--- src/rtl/fir_smoothing_filter_assert.svh ---
// assertion macros for the smoothing filter, clocked on clk, reset by arst_n
`ifndef FIR_SMOOTHING_FILTER_ASSERT_SVH
`define FIR_SMOOTHING_FILTER_ASSERT_SVH

// same-cycle implication
`define FSF_ASSERT_SAME(label, ante, cons) \
	label: assert property (@(posedge clk) disable iff (!arst_n) (ante) |-> (cons)) \
		else $error("fsf assertion failed");

// next-cycle implication
`define FSF_ASSERT_NEXT(label, ante, cons) \
	label: assert property (@(posedge clk) disable iff (!arst_n) (ante) |=> (cons)) \
		else $error("fsf assertion failed");

`endif

--- src/rtl/fsf_pkg.sv ---
`default_nettype none

package fsf_pkg;

	localparam int TAP_COUNT        = 13;
	localparam int SAMPLE_WIDTH_DEF = 24;
	localparam int TIME_WIDTH_DEF   = 32;

	localparam int TAP_HALF  = (TAP_COUNT - 1) / 2;
	localparam int TAP_LAST  = TAP_COUNT - 1;

	localparam int DIGIT_W   = 4;
	localparam int WEIGHT_W  = 27;
	localparam int DIV_W     = 30;
	localparam int PROD_W    = DIGIT_W + 1 + WEIGHT_W + 1;

	localparam logic [DIV_W-1:0] DIVISOR = DIV_W'(525454400);

	localparam int PAIR_W = 3;
	localparam logic [PAIR_W-1:0] PAIR_LAST = PAIR_W'(TAP_HALF);

	localparam int FILL_W = 4;
	localparam logic [FILL_W-1:0] FILL_FULL = FILL_W'(TAP_COUNT - 1);

	typedef enum logic [2:0] {
		ST_IDLE,
		ST_LOAD,
		ST_STEP,
		ST_ACCUM,
		ST_DIV_START,
		ST_DIV_WAIT,
		ST_DELIVER
	} fsf_state_t;

	typedef struct packed {
		logic shift;
		logic rotate;
	} win_ctrl_t;

	typedef struct packed {
		logic clear;
		logic load;
		logic step;
		logic accum;
	} mac_ctrl_t;

	// weight shared by taps k and TAP_LAST-k
	function automatic logic [WEIGHT_W-1:0] pair_weight(input logic [PAIR_W-1:0] k);
		logic [WEIGHT_W-1:0] w;
		case (k)
			3'd0:    w = WEIGHT_W'(1687988);
			3'd1:    w = WEIGHT_W'(58749795);
			3'd2:    w = WEIGHT_W'(16299118);
			3'd3:    w = WEIGHT_W'(36044776);
			3'd4:    w = WEIGHT_W'(63539094);
			3'd5:    w = WEIGHT_W'(8928125);
			3'd6:    w = WEIGHT_W'(100000000);
			default: w = '0;
		endcase
		return w;
	endfunction

endpackage

`default_nettype wire

--- src/rtl/fsf_sample_if.sv ---
`default_nettype none

interface fsf_sample_if #(
	parameter int SAMPLE_WIDTH = fsf_pkg::SAMPLE_WIDTH_DEF,
	parameter int TIME_WIDTH   = fsf_pkg::TIME_WIDTH_DEF
);
	logic                           valid;
	logic                           ready;
	logic        [TIME_WIDTH-1:0]   sample_time;
	logic signed [SAMPLE_WIDTH-1:0] sample_magnitude;

	modport source (output valid, output sample_time, output sample_magnitude, input ready);
	modport sink (input valid, input sample_time, input sample_magnitude, output ready);
endinterface

`default_nettype wire

--- src/rtl/fsf_smooth_if.sv ---
`default_nettype none

interface fsf_smooth_if #(
	parameter int SAMPLE_WIDTH = fsf_pkg::SAMPLE_WIDTH_DEF,
	parameter int TIME_WIDTH   = fsf_pkg::TIME_WIDTH_DEF
);
	logic                           valid;
	logic                           ready;
	logic        [TIME_WIDTH-1:0]   smooth_time;
	logic signed [SAMPLE_WIDTH-1:0] smooth_magnitude;

	modport source (output valid, output smooth_time, output smooth_magnitude, input ready);
	modport sink (input valid, input smooth_time, input smooth_magnitude, output ready);
endinterface

`default_nettype wire

--- src/rtl/fsf_window.sv ---
`default_nettype none

module fsf_window #(
	parameter int SAMPLE_WIDTH = fsf_pkg::SAMPLE_WIDTH_DEF,
	parameter int TIME_WIDTH   = fsf_pkg::TIME_WIDTH_DEF
) (
	input  wire logic                           clk,
	input  wire fsf_pkg::win_ctrl_t             ctrl,
	input  wire logic        [TIME_WIDTH-1:0]   new_time,
	input  wire logic signed [SAMPLE_WIDTH-1:0] new_mag,
	output logic signed      [SAMPLE_WIDTH-1:0] mag_lo,
	output logic signed      [SAMPLE_WIDTH-1:0] mag_hi,
	output logic signed      [SAMPLE_WIDTH-1:0] mag_mid,
	output logic             [TIME_WIDTH-1:0]   time_old
);
	localparam int HALF = fsf_pkg::TAP_HALF;
	localparam int LAST = fsf_pkg::TAP_LAST;

	logic signed [SAMPLE_WIDTH-1:0] mag_win_q  [fsf_pkg::TAP_COUNT];
	logic        [TIME_WIDTH-1:0]   time_win_q [fsf_pkg::TAP_COUNT];

	always_ff @(posedge clk) begin
		if (ctrl.shift) begin
			for (int i = 0; i < LAST; i++) begin
				mag_win_q[i]  <= mag_win_q[i+1];
				time_win_q[i] <= time_win_q[i+1];
			end
			mag_win_q[LAST]  <= new_mag;
			time_win_q[LAST] <= new_time;
		end else if (ctrl.rotate) begin
			// lower half turns toward slot 0, upper half toward the last slot
			for (int i = 0; i < HALF - 1; i++) begin
				mag_win_q[i] <= mag_win_q[i+1];
			end
			mag_win_q[HALF-1] <= mag_win_q[0];
			for (int i = HALF + 2; i <= LAST; i++) begin
				mag_win_q[i] <= mag_win_q[i-1];
			end
			mag_win_q[HALF+1] <= mag_win_q[LAST];
		end
	end

	assign mag_lo   = mag_win_q[0];
	assign mag_hi   = mag_win_q[LAST];
	assign mag_mid  = mag_win_q[HALF];
	assign time_old = time_win_q[0];

endmodule

`default_nettype wire

--- src/rtl/fsf_mac.sv ---
`default_nettype none

module fsf_mac #(
	parameter int SAMPLE_WIDTH = fsf_pkg::SAMPLE_WIDTH_DEF
) (
	input  wire logic                               clk,
	input  wire fsf_pkg::mac_ctrl_t                 ctrl,
	input  wire logic        [fsf_pkg::PAIR_W-1:0]  pair,
	input  wire logic signed [SAMPLE_WIDTH-1:0]     mag_a,
	input  wire logic signed [SAMPLE_WIDTH-1:0]     mag_b,
	output logic signed      [SAMPLE_WIDTH+fsf_pkg::DIV_W-1:0] acc
);
	localparam int DW     = fsf_pkg::DIGIT_W;
	localparam int PW     = SAMPLE_WIDTH + 1;
	localparam int ND     = (PW + DW - 1) / DW;
	localparam int XW     = ND * DW;
	localparam int ACC_W  = SAMPLE_WIDTH + fsf_pkg::DIV_W;
	localparam int PROD_W = fsf_pkg::PROD_W;

	logic signed [PW-1:0]     pair_sum;
	logic        [XW-1:0]     pre_q;
	logic                     first_q;
	logic signed [ACC_W-1:0]  part_q;
	logic signed [ACC_W-1:0]  acc_q;
	logic        [DW-1:0]     digit;
	logic signed [DW:0]       digit_s;
	logic signed [fsf_pkg::WEIGHT_W:0] weight_s;
	logic signed [PROD_W-1:0] prod;

	assign pair_sum = PW'(mag_a) + PW'(mag_b);
	assign digit    = pre_q[XW-1 -: DW];
	// top digit carries the sign
	assign digit_s  = $signed({first_q & digit[DW-1], digit});
	assign weight_s = $signed({1'b0, fsf_pkg::pair_weight(pair)});
	assign prod     = PROD_W'(digit_s) * PROD_W'(weight_s);

	always_ff @(posedge clk) begin
		if (ctrl.load) begin
			pre_q   <= XW'(pair_sum);
			first_q <= 1'b1;
			part_q  <= '0;
		end else if (ctrl.step) begin
			pre_q   <= pre_q << DW;
			first_q <= 1'b0;
			part_q  <= (part_q <<< DW) + ACC_W'(prod);
		end
		if (ctrl.clear) begin
			acc_q <= '0;
		end else if (ctrl.accum) begin
			acc_q <= acc_q + part_q;
		end
	end

	assign acc = acc_q;

endmodule

`default_nettype wire

--- src/rtl/fsf_div.sv ---
`default_nettype none

module fsf_div #(
	parameter int SAMPLE_WIDTH = fsf_pkg::SAMPLE_WIDTH_DEF
) (
	input  wire logic                                          clk,
	input  wire logic                                          arst_n,
	input  wire logic                                          start,
	input  wire logic signed [SAMPLE_WIDTH+fsf_pkg::DIV_W-1:0] dividend,
	output logic                                               busy,
	output logic                                               done,
	output logic signed      [SAMPLE_WIDTH-1:0]                quotient
);
	localparam int RW    = fsf_pkg::DIV_W;
	localparam int ACC_W = SAMPLE_WIDTH + RW;
	localparam int CW    = $clog2(SAMPLE_WIDTH);

	logic [ACC_W-1:0]        mag;
	logic [RW-1:0]           rem_q;
	logic [SAMPLE_WIDTH-1:0] quo_q;
	logic                    neg_q;
	logic [CW-1:0]           cnt_q;
	logic                    busy_q;
	logic [RW-1:0]           trial;
	logic                    fits;

	assign mag   = dividend[ACC_W-1] ? ACC_W'(-dividend) : ACC_W'(dividend);
	assign trial = {rem_q[RW-2:0], quo_q[SAMPLE_WIDTH-1]};
	assign fits  = trial >= fsf_pkg::DIVISOR;

	always_ff @(posedge clk or negedge arst_n) begin
		if (!arst_n) begin
			busy_q <= 1'b0;
			cnt_q  <= '0;
		end else if (start) begin
			busy_q <= 1'b1;
			cnt_q  <= '0;
		end else if (busy_q) begin
			cnt_q <= cnt_q + CW'(1);
			if (done) begin
				busy_q <= 1'b0;
			end
		end
	end

	// restoring division, one quotient bit per cycle
	always_ff @(posedge clk) begin
		if (start) begin
			neg_q <= dividend[ACC_W-1];
			rem_q <= mag[ACC_W-1 -: RW];
			quo_q <= mag[SAMPLE_WIDTH-1:0];
		end else if (busy_q) begin
			rem_q <= fits ? (trial - fsf_pkg::DIVISOR) : trial;
			quo_q <= {quo_q[SAMPLE_WIDTH-2:0], fits};
		end
	end

	assign busy     = busy_q;
	assign done     = busy_q && (cnt_q == CW'(SAMPLE_WIDTH - 1));
	assign quotient = neg_q ? $signed(~quo_q + SAMPLE_WIDTH'(1)) : $signed(quo_q);

endmodule

`default_nettype wire

--- src/rtl/fir_smoothing_filter.sv ---
// a sample that fills the window runs through the digit-serial tap-pair multiply-accumulate, then
// the bit-serial divider, then the output register; ND = ceil((SAMPLE_WIDTH+1)/4) digits per pair sum
// no new sample is taken until that result is loaded into the output register; warm-up samples
// that do not yet fill the window are taken in idle with no computation
// reset: arst_n clears the sequencer, fill count and output valid; window contents are not reset
`default_nettype none
`include "fir_smoothing_filter_assert.svh"

module fir_smoothing_filter #(
	parameter int SAMPLE_WIDTH = fsf_pkg::SAMPLE_WIDTH_DEF,
	parameter int TIME_WIDTH   = fsf_pkg::TIME_WIDTH_DEF
) (
	input wire logic    clk,
	input wire logic    arst_n,
	fsf_sample_if.sink  sample,
	fsf_smooth_if.source smooth
);
	localparam int ND    = (SAMPLE_WIDTH + fsf_pkg::DIGIT_W) / fsf_pkg::DIGIT_W;
	localparam int DGW   = $clog2(ND);
	localparam int ACC_W = SAMPLE_WIDTH + fsf_pkg::DIV_W;

	fsf_pkg::fsf_state_t state_q, state_d;
	logic [fsf_pkg::PAIR_W-1:0] pair_q;
	logic [DGW-1:0]             dig_q;
	logic [fsf_pkg::FILL_W-1:0] fill_q;

	fsf_pkg::win_ctrl_t win_ctrl;
	fsf_pkg::mac_ctrl_t mac_ctrl;
	logic               div_start;
	logic               div_busy;
	logic               div_done;
	logic               out_load;
	logic               in_xfer;

	logic signed [SAMPLE_WIDTH-1:0] mag_lo, mag_hi, mag_mid, mac_a, mac_b;
	logic        [TIME_WIDTH-1:0]   time_old;
	logic signed [ACC_W-1:0]        acc;
	logic signed [SAMPLE_WIDTH-1:0] quotient;

	logic                           out_valid_q;
	logic        [TIME_WIDTH-1:0]   out_time_q;
	logic signed [SAMPLE_WIDTH-1:0] out_mag_q;

	assign in_xfer = sample.valid && sample.ready;

	always_ff @(posedge clk or negedge arst_n) begin
		if (!arst_n) begin
			state_q <= fsf_pkg::ST_IDLE;
			pair_q  <= '0;
			dig_q   <= '0;
			fill_q  <= '0;
		end else begin
			state_q <= state_d;
			if (in_xfer) begin
				pair_q <= '0;
				if (fill_q != fsf_pkg::FILL_FULL) begin
					fill_q <= fill_q + fsf_pkg::FILL_W'(1);
				end
			end
			if (state_q == fsf_pkg::ST_LOAD) begin
				dig_q <= '0;
			end else if (state_q == fsf_pkg::ST_STEP) begin
				dig_q <= dig_q + DGW'(1);
			end
			if (win_ctrl.rotate) begin
				pair_q <= pair_q + fsf_pkg::PAIR_W'(1);
			end
		end
	end

	always_comb begin
		state_d         = state_q;
		win_ctrl        = '0;
		mac_ctrl        = '0;
		div_start       = 1'b0;
		out_load        = 1'b0;
		sample.ready    = 1'b0;
		case (state_q)
			fsf_pkg::ST_IDLE: begin
				sample.ready = 1'b1;
				if (sample.valid) begin
					win_ctrl.shift = 1'b1;
					if (fill_q == fsf_pkg::FILL_FULL) begin
						mac_ctrl.clear = 1'b1;
						state_d        = fsf_pkg::ST_LOAD;
					end
				end
			end
			fsf_pkg::ST_LOAD: begin
				mac_ctrl.load = 1'b1;
				state_d       = fsf_pkg::ST_STEP;
			end
			fsf_pkg::ST_STEP: begin
				mac_ctrl.step = 1'b1;
				if (dig_q == DGW'(ND - 1)) begin
					state_d = fsf_pkg::ST_ACCUM;
				end
			end
			fsf_pkg::ST_ACCUM: begin
				mac_ctrl.accum = 1'b1;
				if (pair_q == fsf_pkg::PAIR_LAST) begin
					state_d = fsf_pkg::ST_DIV_START;
				end else begin
					win_ctrl.rotate = 1'b1;
					state_d         = fsf_pkg::ST_LOAD;
				end
			end
			fsf_pkg::ST_DIV_START: begin
				div_start = 1'b1;
				state_d   = fsf_pkg::ST_DIV_WAIT;
			end
			fsf_pkg::ST_DIV_WAIT: begin
				if (div_done) begin
					state_d = fsf_pkg::ST_DELIVER;
				end
			end
			fsf_pkg::ST_DELIVER: begin
				if (!out_valid_q || smooth.ready) begin
					out_load = 1'b1;
					state_d  = fsf_pkg::ST_IDLE;
				end
			end
			default: begin
				state_d = fsf_pkg::ST_IDLE;
			end
		endcase
	end

	// center tap has no partner
	assign mac_a = (pair_q == fsf_pkg::PAIR_LAST) ? mag_mid : mag_lo;
	assign mac_b = (pair_q == fsf_pkg::PAIR_LAST) ? '0 : mag_hi;

	fsf_window #(
		.SAMPLE_WIDTH(SAMPLE_WIDTH),
		.TIME_WIDTH  (TIME_WIDTH)
	) u_window (
		.clk     (clk),
		.ctrl    (win_ctrl),
		.new_time(sample.sample_time),
		.new_mag (sample.sample_magnitude),
		.mag_lo  (mag_lo),
		.mag_hi  (mag_hi),
		.mag_mid (mag_mid),
		.time_old(time_old)
	);

	fsf_mac #(
		.SAMPLE_WIDTH(SAMPLE_WIDTH)
	) u_mac (
		.clk  (clk),
		.ctrl (mac_ctrl),
		.pair (pair_q),
		.mag_a(mac_a),
		.mag_b(mac_b),
		.acc  (acc)
	);

	fsf_div #(
		.SAMPLE_WIDTH(SAMPLE_WIDTH)
	) u_div (
		.clk     (clk),
		.arst_n  (arst_n),
		.start   (div_start),
		.dividend(acc),
		.busy    (div_busy),
		.done    (div_done),
		.quotient(quotient)
	);

	// output register
	always_ff @(posedge clk or negedge arst_n) begin
		if (!arst_n) begin
			out_valid_q <= 1'b0;
		end else if (out_load) begin
			out_valid_q <= 1'b1;
		end else if (smooth.ready) begin
			out_valid_q <= 1'b0;
		end
	end

	always_ff @(posedge clk) begin
		if (out_load) begin
			out_time_q <= time_old;
			out_mag_q  <= quotient;
		end
	end

	assign smooth.valid            = out_valid_q;
	assign smooth.smooth_time      = out_time_q;
	assign smooth.smooth_magnitude = out_mag_q;

	`FSF_ASSERT_NEXT(a_full_starts_mac, in_xfer && fill_q == fsf_pkg::FILL_FULL, state_q == fsf_pkg::ST_LOAD)
	`FSF_ASSERT_NEXT(a_last_pair_divides, state_q == fsf_pkg::ST_ACCUM && pair_q == fsf_pkg::PAIR_LAST, state_q == fsf_pkg::ST_DIV_START)
	`FSF_ASSERT_SAME(a_wait_has_div, state_q == fsf_pkg::ST_DIV_WAIT, div_busy)
	`FSF_ASSERT_SAME(a_valid_from_deliver, $rose(out_valid_q), $past(state_q == fsf_pkg::ST_DELIVER))

endmodule

`default_nettype wire

--- src/flat_wrapper.sv ---
// flat-port wrapper written by rule: the top's interface ports become plain ports
module fir_smoothing_filter_flat 
#(
	parameter int SAMPLE_WIDTH = fsf_pkg::SAMPLE_WIDTH_DEF,
	parameter int TIME_WIDTH   = fsf_pkg::TIME_WIDTH_DEF
)
  (clk, arst_n, sample_valid, sample_sample_time, sample_sample_magnitude, sample_ready, smooth_valid, smooth_smooth_time, smooth_smooth_magnitude, smooth_ready);
  fsf_sample_if #(.SAMPLE_WIDTH(SAMPLE_WIDTH), .TIME_WIDTH(TIME_WIDTH)) sample_i ();
  fsf_smooth_if #(.SAMPLE_WIDTH(SAMPLE_WIDTH), .TIME_WIDTH(TIME_WIDTH)) smooth_i ();
  input wire logic clk;
  input wire logic arst_n;
  input wire logic [$bits(sample_i.valid)-1:0] sample_valid;
  input wire logic [$bits(sample_i.sample_time)-1:0] sample_sample_time;
  input wire logic [$bits(sample_i.sample_magnitude)-1:0] sample_sample_magnitude;
  output wire logic [$bits(sample_i.ready)-1:0] sample_ready;
  output wire logic [$bits(smooth_i.valid)-1:0] smooth_valid;
  output wire logic [$bits(smooth_i.smooth_time)-1:0] smooth_smooth_time;
  output wire logic [$bits(smooth_i.smooth_magnitude)-1:0] smooth_smooth_magnitude;
  input wire logic [$bits(smooth_i.ready)-1:0] smooth_ready;
  assign sample_i.valid = sample_valid;
  assign sample_i.sample_time = sample_sample_time;
  assign sample_i.sample_magnitude = sample_sample_magnitude;
  assign sample_ready = sample_i.ready;
  assign smooth_valid = smooth_i.valid;
  assign smooth_smooth_time = smooth_i.smooth_time;
  assign smooth_smooth_magnitude = smooth_i.smooth_magnitude;
  assign smooth_i.ready = smooth_ready;
  fir_smoothing_filter #(.SAMPLE_WIDTH(SAMPLE_WIDTH), .TIME_WIDTH(TIME_WIDTH)) u_core (.clk(clk), .arst_n(arst_n), .sample(sample_i), .smooth(smooth_i));
endmodule
--- config.mk ---
export PLATFORM = sky130hd
export DESIGN_NAME = fir_smoothing_filter_flat
export DESIGN_NICKNAME = d
export VERILOG_FILES = /design/src/rtl/fsf_pkg.sv /design/src/rtl/fsf_sample_if.sv /design/src/rtl/fsf_smooth_if.sv /design/src/rtl/fsf_window.sv /design/src/rtl/fsf_mac.sv /design/src/rtl/fsf_div.sv /design/src/rtl/fir_smoothing_filter.sv /design/src/flat_wrapper.sv
export VERILOG_INCLUDE_DIRS = /design/src /design/src/rtl
export SDC_FILE = /design/constraint.sdc
export NUM_CORES = 2
export LEC_CHECK = 0
export ABC_CLOCK_PERIOD_IN_PS = 26500
export BUFFER_PORTS_ARGS = -buffer_cell sky130_fd_sc_hd__buf_2
export CELL_PAD_IN_SITES_DETAIL_PLACEMENT = 0
export CELL_PAD_IN_SITES_GLOBAL_PLACEMENT = 1
export CORE_MARGIN = 2
export CORE_UTILIZATION = 50
export CTS_CLUSTER_SIZE = 40
export DETAILED_ROUTE_END_ITERATION = 16
export GPL_TIMING_DRIVEN = 0
export HOLD_SLACK_MARGIN = 0.12
export PLACE_DENSITY_LB_ADDON = 0.1
export SLEW_MARGIN = 20
export SYNTH_ARGS = -nofsm -noshare
export SYNTH_HDL_FRONTEND = slang
export SYNTH_SLANG_ARGS = --single-unit
--- constraint.sdc ---
create_clock -name clk -period 26.5 [get_ports clk]
set_input_delay 1.325 -clock clk [delete_from_list [all_inputs] [get_ports clk]]
set_output_delay 1.325 -clock clk [all_outputs]
set_load 0.005 [all_outputs]
==> reports/qor.txt <==
TritonCTS buffer count = 101
Die Height = 311 um
Ratio of cells with drive above 1 in the final layout = 8.73%
Initial antenna violation count = 0
Fmax = 128 MHz
Async SR Flop Fraction = 2.01%
Crit. End Element = register
Status = finished clean
Period utilization = 29.5%
Sequential element share of the synthesized area = 60.7%
CP delay by family, top = adder cells
Hold crit path type = reg -> reg
Cells taking the most area after synthesis = edfxtp_1 55%, nand2_1 7.0%, ha_1 6.6%, dfxtp_1 4.6%, fa_1 4.3%
Most frequent cells in the layout = 877 x nand2_1, 866 x edfxtp_1, 248 x ha_1, 212 x a21oi_1, 186 x o21ai_0
Resized Gates After CTS = 0
Setup violators final = 0
Synth Cell Area = 47300 um^2
Core outline area = 93500 um^2
CTS tree = done
Clk sinks = 995
Commonest non-fill, non-tap cell in the layout = nand2_1
Worst EP arrival = 8340 ps
RSZ-0062 raised after global routing = no
Mapped Avg Cell Area = 12.1 um^2
Max_cap viols = 0
Clock-pin slew on the worst setup and hold paths = 60 ps
Later-pin clock latency in the skew report = 710 ps
CP required = 27020 ps
Final Core Density = 57.1%
Setup CP Type = reg -> reg
Die W = 311 um
Slew HR = 29.7%
Routability cong. = 0.898
WP buf/inv = 6
H-Tree Depth = 3
Hold Fails Final Rpt = 0
Post-synthesis register bit count = 995
Synth Flop Type = edfxtp_1
Overflow after GRT = 0
Number of port buffers = 117
Vias/cell = 5.22
Layout Skew = 56.4 ps
Drt drc = 0
Yosys top cell by area = edfxtp_1
Post-synthesis cell count = 3909
Initial Utilization = 50.6%
Setup TNS = 0 ps
Fin nets = 4558
Startpoint types = register
First-pass GRT wire length = 156000 um
Top-area cell type share of the netlist area = 55.0%
Num ports = 118
Clock tree buffer depth = 3
Number of synthesized flops with an enable pin = 866
First-pass DRT Iterations = 7
Starting DRT DRC Count = 2064
Worst-Margin Slew = 1050 ps
Slowest CP cell = nor3_1
Multi-input gate area = 17500 um^2
Placed wire-length estimate = 73300 um
Routed wire length = 99400 um
Slew Viols, Final = 0
Vias in the first global route = 28400
Layout area overhead = 13.0%
DR vias = 28700
Count of distinct cell types in the synthesized netlist = 85
Root Buffer = clkbuf_16
# Post-CTS Setup Buffers = 0
Fill cells = 7949
Crit path time final = 7820 ps
Full die area = 97000 um^2
Yosys warns = 0
Antenna Nets Post-Route = 0
Seq. cell area = 28700 um^2
Hold-fix buffers, CTS = 0
GRT Overall Usage = 20.5%
Syn Nets = 4318
Site row count = 112
Antenna cells = 0
Critical Path Fanout Max = 8
Largest net degree at the start of global routing = 90
WL per Instance = 18.1 um
Critical Path Max Stage Delay = 540 ps
-- sequential cells by signal (all words and copies together), names as in the netlist, 28 cells and up --
name,count
u_core.u_window.time_win_q,416
u_core.u_mac.acc,54
u_core.smooth.smooth_time,32
u_core.u_window.mag_win_q,312
u_core.u_mac.pre_q,28
u_core.u_div.rem_q,29
u_core.u_mac.part_q,54
-- logic make-up (layout without fill, tap and decap cells) --
kind of cell               count (synthesis)  in the layout  share of synthesized area (%)
buffers and inverters                    282            611                           2.26
adders and majority gates                349            349                           10.8
DFF                                      995            995                           60.7
AOI/OAI and AO/OA                        692            692                           9.10
xor gates and xnor gates                 214            214                           3.97
muxes                                     32             32                          0.744
and+or+nand+nor                         1345           1345                           12.4
-- metrics by stage --
stage,hold slack (ps),cell area [um^2],std cells,setup WS (ps)
2_1_floorplan,400,47300,3909,12000
3_3_place_gp,400,49400,5280,7000
5_1_grt,405,53400,5492,18170
6_report,402,53400,5492,18680
3_5_place_dp,405,49900,5300,18730
4_1_cts,386,53400,5492,18650
-- synth_stat cells (20+ instances only) --
cell,number
a21o_1,89
a21oi_1,213
a31oi_1,21
and2_1,90
clkbuf_1,133
dfrtp_1,20
dfxtp_1,109
edfxtp_1,866
fa_1,101
ha_1,248
inv_1,127
mux2_2,25
nand2_1,878
nand2b_1,23
nand3_1,53
nand4_1,27
nor2_1,144
nor2b_1,22
nor3_1,23
o21ai_0,186
o31ai_1,27
xnor2_1,120
xor2_1,94
-- path summary, 6_finish.rpt --
check | depth (start not counted) | start | slack [ps] | endpoint
max in group asynchronous | 1 | arst_n | 25470 | u_core.dig_q[2]
max | 27 | u_core.pair_q[0] | 18680 | u_core.u_mac.part_q[52]
min reg2reg | 0 | u_core.u_window.time_win_q[6][0] | 400 | u_core.u_window.time_win_q[5][0]
min in group asynchronous | 1 | arst_n | 600 | u_core.smooth.valid
min | 0 | u_core.u_window.time_win_q[6][0] | 400 | u_core.u_window.time_win_q[5][0]
max reg2reg | 27 | u_core.pair_q[0] | 18680 | u_core.u_mac.part_q[52]
-- worst reg2reg max path: stages (launching register included) --
cell	delay [ps]
dfrtp_1	470
inv_1	120
ha_1	210
clkbuf_1	180
nor3_1	540
a21oi_1	300
a21o_1	300
and2_1	210
fa_1	520
inv_1	50
fa_1	470
inv_1	50
fa_1	530
inv_1	50
fa_1	500
inv_1	40
ha_1	220
fa_1	430
a211oi_1	290
o211ai_1	220
nand3_1	200
a32oi_1	240
a31oi_1	490
o31ai_2	240
a21o_1	270
a21oi_1	210
xor2_1	200
o21ai_0	90
-- area by class of cell --
cell class	count	area share [%]
sequential	995	53.7
tap	1254	2.94
inverter	129	0.921
buffer	153	1.10
multi-input combinational	2632	32.8
clock buffer	122	5.00
clock inverter	70	1.55
timing repair buffer	137	1.94
-- metal layers --
layer  vias up  share of wire, %  track usage (%)
li1      14400                 -                -
met1     13600                45             27.4
met2       477                48             34.7
met3       144               3.6             2.64
met4         0               2.7             6.84
met5         -                 0                0
Power is left out: the tool's default activity adds up to more than one toggle a clock period on the data nets, which glitch-free logic cannot reach.
